## config.mk

```make
export PLATFORM = sky130hd
export DESIGN_NAME = servo_slew_limiter
export DESIGN_NICKNAME = d
export VERILOG_FILES = /design/src/hw/rtl/ssl_pkg.sv /design/src/hw/rtl/servo_slew_limiter.sv
export SDC_FILE = /design/constraint.sdc
export NUM_CORES = 1
export LEC_CHECK = 0
export ABC_AREA = 1
export BUFFER_PORTS_ARGS = -buffer_cell sky130_fd_sc_hd__buf_2
export CAP_MARGIN = 15
export CORE_ASPECT_RATIO = 1.75
export CORE_MARGIN = 8
export CORE_UTILIZATION = 65
export CTS_BUF_LIST = sky130_fd_sc_hd__clkbuf_8
export CTS_CLUSTER_DIAMETER = 50
export DETAILED_ROUTE_END_ITERATION = 12
export PLACE_DENSITY = 0.83
export SLEW_MARGIN = 20
export SYNTH_ARGS = -nofsm -noshare
export SYNTH_HDL_FRONTEND = slang
export SYNTH_SLANG_ARGS = --single-unit
```

## constraint.sdc

```tcl
create_clock -name i_clk -period 4.3 [get_ports i_clk]
set_clock_uncertainty 0.05 [all_clocks]
set_input_delay 0.43 -clock i_clk [delete_from_list [all_inputs] [get_ports i_clk]]
set_output_delay 0.43 -clock i_clk [all_outputs]
set_load 0.02 [all_outputs]
```

## src/hw/rtl/ssl_pkg.sv

```systemverilog
// ----------------------------------------------------------------------------
// ssl_pkg: shared types and constants of the servo slew limiter
// Command codes, register indexes, field widths and reset values.
// ----------------------------------------------------------------------------
`default_nettype none

package ssl_pkg;

    localparam int unsigned COUNT_W = 10;
    localparam int unsigned STEP_W  = 8;
    localparam int unsigned CHAN_W  = 3;
    localparam int unsigned CFG_IDX_W  = 2;
    localparam int unsigned CFG_DATA_W = 10;
    localparam int unsigned NUM_OUTPUTS = 6;

    typedef logic [COUNT_W-1:0] t_count;
    typedef logic [STEP_W-1:0]  t_step;

    typedef enum logic [1:0] {
        OP_TICK    = 2'd0,
        OP_SET_POS = 2'd1,
        OP_SET_RAW = 2'd2
    } t_opcode;

    typedef enum logic [CFG_IDX_W-1:0] {
        CFG_MIN_COUNT      = 2'd0,
        CFG_MAX_COUNT      = 2'd1,
        CFG_BASE_MAX_COUNT = 2'd2,
        CFG_SLEW_STEP      = 2'd3
    } t_cfg_idx;

    localparam t_count RST_MIN_COUNT      = 10'd50;
    localparam t_count RST_MAX_COUNT      = 10'd250;
    localparam t_count RST_BASE_MAX_COUNT = 10'd125;
    localparam t_step  RST_SLEW_STEP      = 8'd2;
    localparam t_count RST_COUNT          = 10'd150;

    localparam t_count PERCENT_MAX    = 10'd100;
    localparam t_count PERCENT_OFFSET = 10'd50;

endpackage

`default_nettype wire

```

## src/hw/rtl/servo_slew_limiter.sv

```systemverilog
// ----------------------------------------------------------------------------
// servo_slew_limiter: multi-channel servo pulse slew limiter
// Set commands load clamped per-channel targets; a tick moves every current
// pulse count toward its target by at most the slew step and reports them.
// ----------------------------------------------------------------------------
//  channel   direction  handshake                  payload
//  request   in         i_in_valid / o_in_ready    i_opcode, i_channel, i_value
//  result    out        o_out_valid / i_out_ready  o_compare_ch0 .. o_compare_ch5
//  config    in         i_cfg_we (no wait)         i_cfg_idx, i_cfg_data
//
// One request is taken per cycle while o_in_ready is high; it is handled in
// the cycle it is accepted and a tick's result is shown from the next cycle on.
// The compare outputs are the current-count registers themselves, which only
// a tick changes, so o_in_ready is low only while a result is held unread.
// Reset (synchronous, active low) loads the register defaults and sets every
// target and current count to 150.
// ----------------------------------------------------------------------------
`default_nettype none

module servo_slew_limiter #(
    parameter int unsigned NUM_CHANNELS = 6
) (
    input  wire                               i_clk,
    input  wire                               i_rst_n,
    input  wire                               i_cfg_we,
    input  wire [ssl_pkg::CFG_IDX_W-1:0]      i_cfg_idx,
    input  wire [ssl_pkg::CFG_DATA_W-1:0]     i_cfg_data,
    input  wire                               i_in_valid,
    output logic                              o_in_ready,
    input  wire [1:0]                         i_opcode,
    input  wire [ssl_pkg::CHAN_W-1:0]         i_channel,
    input  wire [ssl_pkg::COUNT_W-1:0]        i_value,
    output logic                              o_out_valid,
    input  wire                               i_out_ready,
    output logic [ssl_pkg::COUNT_W-1:0]       o_compare_ch0,
    output logic [ssl_pkg::COUNT_W-1:0]       o_compare_ch1,
    output logic [ssl_pkg::COUNT_W-1:0]       o_compare_ch2,
    output logic [ssl_pkg::COUNT_W-1:0]       o_compare_ch3,
    output logic [ssl_pkg::COUNT_W-1:0]       o_compare_ch4,
    output logic [ssl_pkg::COUNT_W-1:0]       o_compare_ch5
);

    ssl_pkg::t_count r_min_count;
    ssl_pkg::t_count r_max_count;
    ssl_pkg::t_count r_base_max_count;
    ssl_pkg::t_step  r_slew_step;

    ssl_pkg::t_count r_cur [NUM_CHANNELS];
    ssl_pkg::t_count r_tgt [NUM_CHANNELS];
    ssl_pkg::t_count n_cur [NUM_CHANNELS];
    ssl_pkg::t_count n_tgt [NUM_CHANNELS];

    logic            r_out_valid;
    logic            n_out_valid;
    logic            in_acc;
    logic            tick_acc;
    logic            set_acc;
    ssl_pkg::t_opcode op;
    ssl_pkg::t_count pct;
    ssl_pkg::t_count raw_tgt;
    ssl_pkg::t_count step_ext;
    ssl_pkg::t_count cmp [ssl_pkg::NUM_OUTPUTS];

    // ------------------------------------------------------------------
    // Configuration registers
    // ------------------------------------------------------------------
    always_ff @(posedge i_clk) begin
        if (!i_rst_n) begin
            r_min_count      <= ssl_pkg::RST_MIN_COUNT;
            r_max_count      <= ssl_pkg::RST_MAX_COUNT;
            r_base_max_count <= ssl_pkg::RST_BASE_MAX_COUNT;
            r_slew_step      <= ssl_pkg::RST_SLEW_STEP;
        end else if (i_cfg_we) begin
            unique case (ssl_pkg::t_cfg_idx'(i_cfg_idx))
                ssl_pkg::CFG_MIN_COUNT:      r_min_count      <= i_cfg_data;
                ssl_pkg::CFG_MAX_COUNT:      r_max_count      <= i_cfg_data;
                ssl_pkg::CFG_BASE_MAX_COUNT: r_base_max_count <= i_cfg_data;
                ssl_pkg::CFG_SLEW_STEP:      r_slew_step      <= i_cfg_data[ssl_pkg::STEP_W-1:0];
                default: ;
            endcase
        end
    end

    // ------------------------------------------------------------------
    // Request decode
    // ------------------------------------------------------------------
    always_comb begin
        op       = ssl_pkg::t_opcode'(i_opcode);
        in_acc   = i_in_valid && o_in_ready;
        tick_acc = 1'b0;
        set_acc  = 1'b0;
        unique case (op)
            ssl_pkg::OP_TICK:                        tick_acc = in_acc;
            ssl_pkg::OP_SET_POS, ssl_pkg::OP_SET_RAW: set_acc  = in_acc;
            default: ;
        endcase
        // Percent saturates at 100 and maps to 2*percent + 50 (at most 250).
        pct = (i_value > ssl_pkg::PERCENT_MAX) ? ssl_pkg::PERCENT_MAX : i_value;
        if (op == ssl_pkg::OP_SET_POS) begin
            raw_tgt = {pct[ssl_pkg::COUNT_W-2:0], 1'b0} + ssl_pkg::PERCENT_OFFSET;
        end else begin
            raw_tgt = i_value;
        end
        step_ext = ssl_pkg::COUNT_W'(r_slew_step);
    end

    // ------------------------------------------------------------------
    // Per-channel target clamp and slew
    // ------------------------------------------------------------------
    for (genvar k = 0; k < NUM_CHANNELS; k++) begin : g_chan
        ssl_pkg::t_count hi;
        ssl_pkg::t_count diff_up;
        ssl_pkg::t_count diff_dn;
        logic            sel;

        always_comb begin
            hi      = (k == 0) ? r_base_max_count : r_max_count;
            sel     = set_acc && (int'(i_channel) == k);
            diff_up = r_tgt[k] - r_cur[k];
            diff_dn = r_cur[k] - r_tgt[k];

            n_tgt[k] = r_tgt[k];
            if (sel) begin
                // The minimum test wins when the limits cross.
                if (raw_tgt < r_min_count) begin
                    n_tgt[k] = r_min_count;
                end else if (raw_tgt > hi) begin
                    n_tgt[k] = hi;
                end else begin
                    n_tgt[k] = raw_tgt;
                end
            end

            n_cur[k] = r_cur[k];
            if (tick_acc) begin
                if (r_tgt[k] > r_cur[k]) begin
                    n_cur[k] = (diff_up > step_ext) ? r_cur[k] + step_ext : r_tgt[k];
                end else if (r_cur[k] > r_tgt[k]) begin
                    n_cur[k] = (diff_dn > step_ext) ? r_cur[k] - step_ext : r_tgt[k];
                end
            end
        end

        always_ff @(posedge i_clk) begin
            if (!i_rst_n) begin
                r_cur[k] <= ssl_pkg::RST_COUNT;
                r_tgt[k] <= ssl_pkg::RST_COUNT;
            end else begin
                r_cur[k] <= n_cur[k];
                r_tgt[k] <= n_tgt[k];
            end
        end
    end

    // ------------------------------------------------------------------
    // Result handshake
    // ------------------------------------------------------------------
    always_comb begin
        o_in_ready  = !r_out_valid || i_out_ready;
        n_out_valid = r_out_valid;
        if (tick_acc) begin
            n_out_valid = 1'b1;
        end else if (i_out_ready) begin
            n_out_valid = 1'b0;
        end
    end

    always_ff @(posedge i_clk) begin
        if (!i_rst_n) begin
            r_out_valid <= 1'b0;
        end else begin
            r_out_valid <= n_out_valid;
        end
    end

    assign o_out_valid = r_out_valid;

    // Outputs of channels that do not exist read as zero.
    for (genvar j = 0; j < ssl_pkg::NUM_OUTPUTS; j++) begin : g_out
        if (j < NUM_CHANNELS) begin : g_used
            assign cmp[j] = r_cur[j];
        end else begin : g_unused
            assign cmp[j] = '0;
        end
    end

    assign o_compare_ch0 = cmp[0];
    assign o_compare_ch1 = cmp[1];
    assign o_compare_ch2 = cmp[2];
    assign o_compare_ch3 = cmp[3];
    assign o_compare_ch4 = cmp[4];
    assign o_compare_ch5 = cmp[5];

endmodule

`default_nettype wire

```

==> results.ini, run 1 <==
[synthesis]
ys_async_sr_fraction_pct=0
synth_edf_count=0
syn_avg_cell_area_sq_um=6.61
synth_cells=3249
synth.distinct_cells=56
ys.flop_type=dfxtp_1
synth_seq_cells=159
synth_area_sq_mm=0.0215
synthTopCellsByArea=ha_1, dfxtp_1, nand2_1
syn-num-nets=3643
ys_seq_area_share_pct=14.8
synth_top_area_share_pct=19.7
yosys.area.top_type=ha_1
ys_warn_count=0

[global_route]
grt_first_pass_wirelength_microns=115000
grt_pass1_vias=22400
grt-ovfl-total=0
antenna_found_initial=1
track_usage_pct=36.4
grt_max_degree=75

[min_path]
worstHoldEndpoint=g_chan[0].hi[4]$_SDFFE_PN1P_
whs_path_depth=3
min_from=i_cfg_data[4]
hold_class=primary input to flop

[detailed_routing]
dr_total_vias=22700
ant_nets=0
first_pass_iters=9
drc_errors=0
finalWirelength_microns=73700
wire_per_inst_microns=19.8
drtIter0Drc=1871
via_per_inst=6.10

[power_and_ir_drop]
power_density_mw_per_mm2=623
p_clk_share_pct=8.6
seqPwrFrac_pct=13.0
comb_power_share_pct=78.4
p_sw_mw=8.14
peakVddDrop_mv=0.851
power_leakage_nw=11.8
p_int_mw=5.95
power_switching_share_pct=57.8

[worst_setup_path]
critical_path.slowest_cell=o21ai_0
crit_type=flop to flop
crit_path_frequent_cell=nand2_1
reg2reg_to=r_cur[5][4]$_SDFFE_PN1P_
critPathArrivalTime_ns=4.32
regToRegSetupSlack_ns=0.34
r2r_start=r_cur[5][1]$_SDFFE_PN1P_
reg2reg_depth=18
path_cells=inv_1 -> ha_1 -> nand2_2 -> nor2_2 -> a21oi_2 -> xor2_1 -> ha_1 -> nand2_1 -> o21bai_1 -> a31oi_1 -> o21ai_0 -> nand3_4 -> o21ai_0 -> nand2_1 -> nand2_1 -> inv_1 -> nand2_1 -> nand2_1
path_max_fanout=16
cp.required_ns=4.66
slowest_delay_ns=0.70
end_kind=flop
start_kind=flop

[timing]
drv_slew=0
maxSlewHeadroom_pct=39.9
worst_slack_ns=0.340
finalHoldViolCount=0
fin_setup_tns_ns=0
fin_crit_ns=3.96
fmax_mhz=253
worst_pin_slew_ns=0.892
grt_setup_unrepaired=false
period_share_pct=92.1
setup-violations-final=0

[layout]
final_layout_size_suffix_gt1_share_pct=9.41
syn2layout_area_growth_pct=5.25
stdcell_count=3721
final_common_cell=nand2_1
nets=3697
mostFrequentLayoutCells=nand2_1, inv_1, ha_1, a21oi_1, nand3_1

[cts]
clkTransAtPathRegs_ns=0.10
cts.htree.levels=4
clk_latency_ns=0.51
cts-root-buf=clkbuf_8
post_cts.repair.setup_buffers=0
clkSinkCount=159
cts_tree=yes
numCtsBuffers=17
ctsLongestPathBuffers=2
cts_resized=0
hold_buffers=0

[floorplan]
core_sq_mm=0.0328
die_h_microns=257
ios=94
start_util_pct=65.5
row_count=88
dieArea_sq_mm=0.0394
die_w_microns=153

[flow_run]
maxCapViolations=0

[placement]
hpwlAfterDp_microns=57300
gp_congestion=1.02
io_buffers=93
placed_cells=3689
dp_slack_ns=0.178

[run_status]
outcome=completed

-- worst max-delay path by stage --
stage / cells after the start / end / slack [ns] / start
2_1_floorplan: 17 / r_cur[5][1]$_SDFFE_PN1P_ / 0.97 / r_cur[5][1]$_SDFFE_PN1P_
3_3_place_gp: 24 / r_tgt[2][13]$_SDFFE_PN0P_ / 0.32 / i_value[8]
3_5_place_dp: 24 / r_tgt[2][13]$_SDFFE_PN0P_ / 0.18 / i_value[1]
4_1_cts: 19 / r_cur[4][1]$_SDFFE_PN1P_ / 0.41 / r_cur[4][2]$_SDFFE_PN1P_
5_1_grt: 21 / r_cur[1][7]$_SDFFE_PN1P_ / 0.06 / r_cur[1][1]$_SDFFE_PN1P_
6_report: 18 / r_cur[5][4]$_SDFFE_PN1P_ / 0.34 / r_cur[5][1]$_SDFFE_PN1P_
-- metal layers --
layer / track usage [%] / part of all wire, % / vias up
li1: - / - / 10800
met1: 37.7 / 36 / 10300
met2: 62.1 / 47 / 1160
met3: 6.27 / 7.6 / 410
met4: 33.4 / 9.7 / 0
met5: 0 / 0 / -
-- critical path, delay by kind of cell (launching register included) --
family | cells | cell delay [ns]
adder cells (fa/ha/maj) | 2 | 0.62
XOR/XNOR | 1 | 0.20
buffers and inverters | 2 | 0.27
AO/OA/AOI/OAI | 5 | 1.38
flip-flops | 1 | 0.52
AND/OR/NAND/NOR | 8 | 0.82
-- synthesized netlist by cell type (5+ instances only) --
| library cell | number |
|---|---|
| nor3_1 | 28 |
| nand3_1 | 273 |
| xnor2_1 | 29 |
| nand2_2 | 40 |
| nand3_4 | 5 |
| inv_1 | 485 |
| a21oi_2 | 8 |
| clkbuf_1 | 49 |
| inv_2 | 18 |
| a31oi_1 | 6 |
| o21bai_1 | 17 |
| o211ai_2 | 8 |
| ha_1 | 338 |
| a211oi_1 | 6 |
| buf_6 | 12 |
| clkinv_1 | 10 |
| nand2_1 | 701 |
| xor2_1 | 130 |
| fa_1 | 24 |
| o211ai_1 | 43 |
| nand2_4 | 11 |
| o21ai_1 | 26 |
| a21o_1 | 9 |
| a21oi_1 | 317 |
| nand4_1 | 48 |
| o2111ai_1 | 9 |
| buf_4 | 23 |
| nor2_1 | 118 |
| dfxtp_1 | 159 |
| nand3_2 | 13 |
| nor2_4 | 10 |
| nor4_1 | 11 |
| o21ai_0 | 178 |
| a221oi_1 | 9 |
| nor2_2 | 14 |
| o31ai_1 | 7 |
| buf_2 | 21 |
-- logic make-up after synthesis --
family          synth area share [%]
buf+inv                         11.8
compound gates                  17.5
xor+xnor                        6.91
fa+ha+maj                       21.9
simple gates                    27.0
flops                           14.8
-- power groups by stage --
| stage | Sequential, mW | Clock, mW | Combinational [mW] |
|---|---|---|---|
| after floorplan | 1.91 | 0 | 8.56 |
| after global placement | 1.85 | 0 | 10.4 |
| after detailed placement | 1.86 | 0 | 10.8 |
| after CTS | 1.82 | 1.20 | 10.8 |
| after global routing | 1.85 | 1.26 | 12.3 |
| final | 1.83 | 1.22 | 11.0 |
-- cell type report --
cell class | instances | area, sq um
Fill cell | 3000 | 10200
Timing Repair Buffer | 142 | 833
Inverter | 513 | 1930
Tap cell | 405 | 507
Multi-Input combinational cell | 2470 | 15800
Clock inverter | 12 | 135
Antenna cell | 1 | 2.50
Sequential cell | 159 | 3180
Clock buffer | 19 | 262
-- per-stage QoR --
stage | utilization (%) | power (mW) | hold WS, ns | instance area (sq um)
global route | 68.9 | 15.4 | 0.182 | 22600
floorplan | - | 10.5 | 0.397 | 21500
finish | 68.9 | 14.1 | 0.172 | 22600
detailed placement | 67.7 | 12.6 | 0.467 | 22200
global placement | 67.7 | 12.3 | 0.465 | 22200
CTS | 68.9 | 13.8 | 0.153 | 22600
-- state kept, by name, indices dropped and copies added (netlist names) --
name / count
r_cur: 60
o_out_valid: 1
r_slew_step: 8
g_chan.hi: 20
r_min_count: 10
r_tgt: 60
Note: power is estimated with default switching activity, not from simulation.
==> inputs of run 2 (changes only) <==
--- a/config.mk
+++ b/config.mk
@@ -10,11 +10,12 @@
 export CAP_MARGIN = 15
 export CORE_ASPECT_RATIO = 1.75
 export CORE_MARGIN = 8
-export CORE_UTILIZATION = 65
+export CORE_UTILIZATION = 60
 export CTS_BUF_LIST = sky130_fd_sc_hd__clkbuf_8
 export CTS_CLUSTER_DIAMETER = 50
 export DETAILED_ROUTE_END_ITERATION = 12
-export PLACE_DENSITY = 0.83
+export PLACE_DENSITY = 0.78
+export RECOVER_POWER = 25
 export SLEW_MARGIN = 20
 export SYNTH_ARGS = -nofsm -noshare
 export SYNTH_HDL_FRONTEND = slang
==> run 2 against run 1 <==
  * The run now ends with capacitance limit, slew limit left
  * Highest routed layer unchanged
  * Register-to-register slack got worse by 0.02 ns
  * Global-route usage decreased by 1.2 points
  * Hold slack better by 0.015 ns
  * Sequential share of layout area hardly changed
  * Count of clock-buffer cells in the layout did not move
  * Via count decreased by 0.22%
  * Combinational power about the same
  * Die area up 7.6%
  * Largest power group unchanged
  * Critical path type unchanged
==> results.ini, run 2 (same netlist as run 1, synthesis figures left out) <==
[run_status]
outcome=finished, violations left
violations=capacitance limit, slew limit

[worst_setup_path]
critical_path.slowest_cell=dfxtp_1
start_kind=flop
path_max_fanout=18  ; +2
cp.required_ns=4.63  ; -0.03 ns
path_cells=inv_1 -> ha_1 -> nand2_1 -> inv_1 -> a21oi_1 -> xor2_1 -> ha_1 -> nand2_1 -> nor2_1 -> o21ai_0 -> nand2_1 -> o21ai_0 -> nand2_1 -> nand2_1 -> nand3_2 -> o21ai_0 -> nand2_1 -> nand2_1 -> inv_1 -> nand2_1 -> nand2_1
slowest_delay_ns=0.48  ; -0.22 ns
end_kind=flop
crit_type=flop to flop
path_buf_inv=3  ; +1
cp_top_family=simple AND/OR/NAND/NOR gates
critPathArrivalTime_ns=4.31  ; about the same
crit_path_frequent_cell=nand2_1

[detailed_routing]
first_pass_iters=6  ; -3
via_per_inst=5.99  ; -1.9%
drc_errors=0  ; unchanged
finalWirelength_microns=76400  ; +3.7%
ant_nets=0  ; unchanged
drtIter0Drc=1880  ; +0.48%
dr_total_vias=22700  ; -0.22%
wire_per_inst_microns=20.2  ; +2.0%

[global_route]
globalRoute.busiestLayer=met2
met2_usage_pct=63.5  ; +1.4 points
use_met1_pct=34.3  ; -3.4 points
grt-ovfl-total=0  ; unchanged
grt_first_pass_wirelength_microns=119000  ; +3.5%
track_usage_pct=35.2  ; -1.2 points
antenna_found_initial=1  ; unchanged
grt_pass1_vias=22600  ; +0.86%
grt_max_degree=75  ; unchanged
use_met3_pct=5.74  ; -0.53 points

[layout]
fillCellCount=3372  ; +12%
nets=3698  ; +0.027%
final_common_cell=nand2_1
syn2layout_area_growth_pct=5.67
seq_area_sq_mm=0.00318  ; about the same
final_layout_size_suffix_gt1_share_pct=8.59  ; -0.82 points
mostFrequentLayoutCells=nand2_1, inv_1, ha_1, a21oi_1, nand3_1
fin_util_pct=64.3  ; -4.6 points
multi_input_area_sq_mm=0.0158  ; unchanged

[floorplan]
ios=94  ; unchanged
row_count=91  ; +3.4%
core_sq_mm=0.0353  ; +7.6%
start_util_pct=60.9  ; -4.6 points
die_h_microns=266  ; +3.8%
dieArea_sq_mm=0.0424  ; +7.6%
die_w_microns=159  ; +3.7%

[cts]
clk_latency_ns=0.51  ; about the same
cts_resized=0  ; unchanged
hold_buffers=0  ; unchanged
cts-root-buf=clkbuf_8
ctsLongestPathBuffers=2  ; unchanged
post_cts.repair.setup_buffers=0  ; unchanged
cts_tree=yes
cts.htree.levels=4  ; unchanged
clkTransAtPathRegs_ns=0.10  ; about the same
numCtsBuffers=17  ; unchanged
clkSinkCount=159  ; unchanged

[power_and_ir_drop]
power.total_mw=14.1  ; +0.18%
peakVddDrop_mv=0.405  ; -52%
power_density_mw_per_mm2=622  ; -0.21%
power_leakage_nw=11.7  ; -0.65%

[timing]
setup-violations-final=0  ; unchanged
fin_setup_tns_ns=0  ; unchanged
fmax_mhz=252  ; -0.40%
drv_slew=111  ; +111
grt_setup_unrepaired=false
fin_crit_ns=3.98  ; +0.0160 ns
finalHoldViolCount=0  ; unchanged
maxSlewHeadroom_pct=-131  ; -170 points
worst_pin_slew_ns=3.46  ; +2.57 ns
period_share_pct=92.5  ; +0.37 points

[placement]
hpwlAfterDp_microns=60700  ; +5.9%
gp_congestion=1.03  ; +0.79%
io_buffers=93  ; unchanged

[flow_run]
maxCapViolations=2  ; +2

[min_path]
hold_class=primary input to flop

## run 2: cell count changes in the layout (fill, tap and decap cells not counted)
cell        delta
buf_2         -29
buf_4          -4
bufinv_16      -1
clkinvlp_4     -1
inv_8          +2
clkbuf_1      +30
dfxtp_1        -1
buf_12         +4
dfxtp_2        +1
inv_6          -1
clkinv_4       +2
inv_2          -1
clkinv_2       +1
## run 2: worst reg2reg max path, cell delays in order, from the launching register on
cell,delay (ns)
dfxtp_1,0.48
inv_1,0.10
ha_1,0.42
nand2_1,0.15
inv_1,0.05
a21oi_1,0.41
xor2_1,0.28
ha_1,0.29
nand2_1,0.08
nor2_1,0.06
o21ai_0,0.07
nand2_1,0.08
o21ai_0,0.19
nand2_1,0.08
nand2_1,0.17
nand3_2,0.33
o21ai_0,0.28
nand2_1,0.09
nand2_1,0.07
inv_1,0.03
nand2_1,0.05
nand2_1,0.04
## run 2: path summary, 6_finish.rpt
check                                    start                            to  cells past startpoint  slack [ns]
setup / recovery      r_cur[1][3]$_SDFFE_PN0P_      r_cur[1][2]$_SDFFE_PN1P_                     21        0.32
hold / removal                   i_cfg_data[7]  g_chan[1].hi[7]$_SDFFE_PN1P_                      3        0.19
setup reg to reg      r_cur[1][3]$_SDFFE_PN0P_      r_cur[1][2]$_SDFFE_PN1P_                     21        0.32
hold reg to reg   g_chan[0].hi[9]$_SDFFE_PN0P_  g_chan[0].hi[9]$_SDFFE_PN0P_                      2        0.46
## run 2: final cells by class
type / instances / area share, %
clock buffer: 19 / 1.15
multi-input combinational: 2470 / 69.4
clock inverter: 13 / 0.573
antenna: 1 / 0.0110
sequential: 159 / 14.0
inverter: 513 / 8.48
timing repair buffer: 143 / 3.75
tap: 465 / 2.56
## run 2: metal layers
metal / up-vias / routed length [microns]
met5: - / 0
met4: 0 / 7590
met3: 420 / 4600
met2: 1037 / 37600
met1: 10400 / 26600
li1: 10800 / -
## run 2: where the power goes
part / internal, mW / leakage [nW] / switching, mW / total, mW
combinational: 3.81 / 10.2 / 7.30 / 11.1
clock: 0.501 / 0.196 / 0.685 / 1.19
sequential: 1.60 / 1.29 / 0.220 / 1.82
## run 2: per-stage QoR
stage	area [sq um]	std cells	hold WS [ns]	setup slack (ns)
floorplan	21500	3249	0.397	0.966
global placement	22400	3750	0.437	0.369
detailed placement	22400	3750	0.453	0.308
CTS	22700	3782	0.156	0.429
global route	22700	3783	0.168	0.0453
finish	22700	3783	0.186	0.324
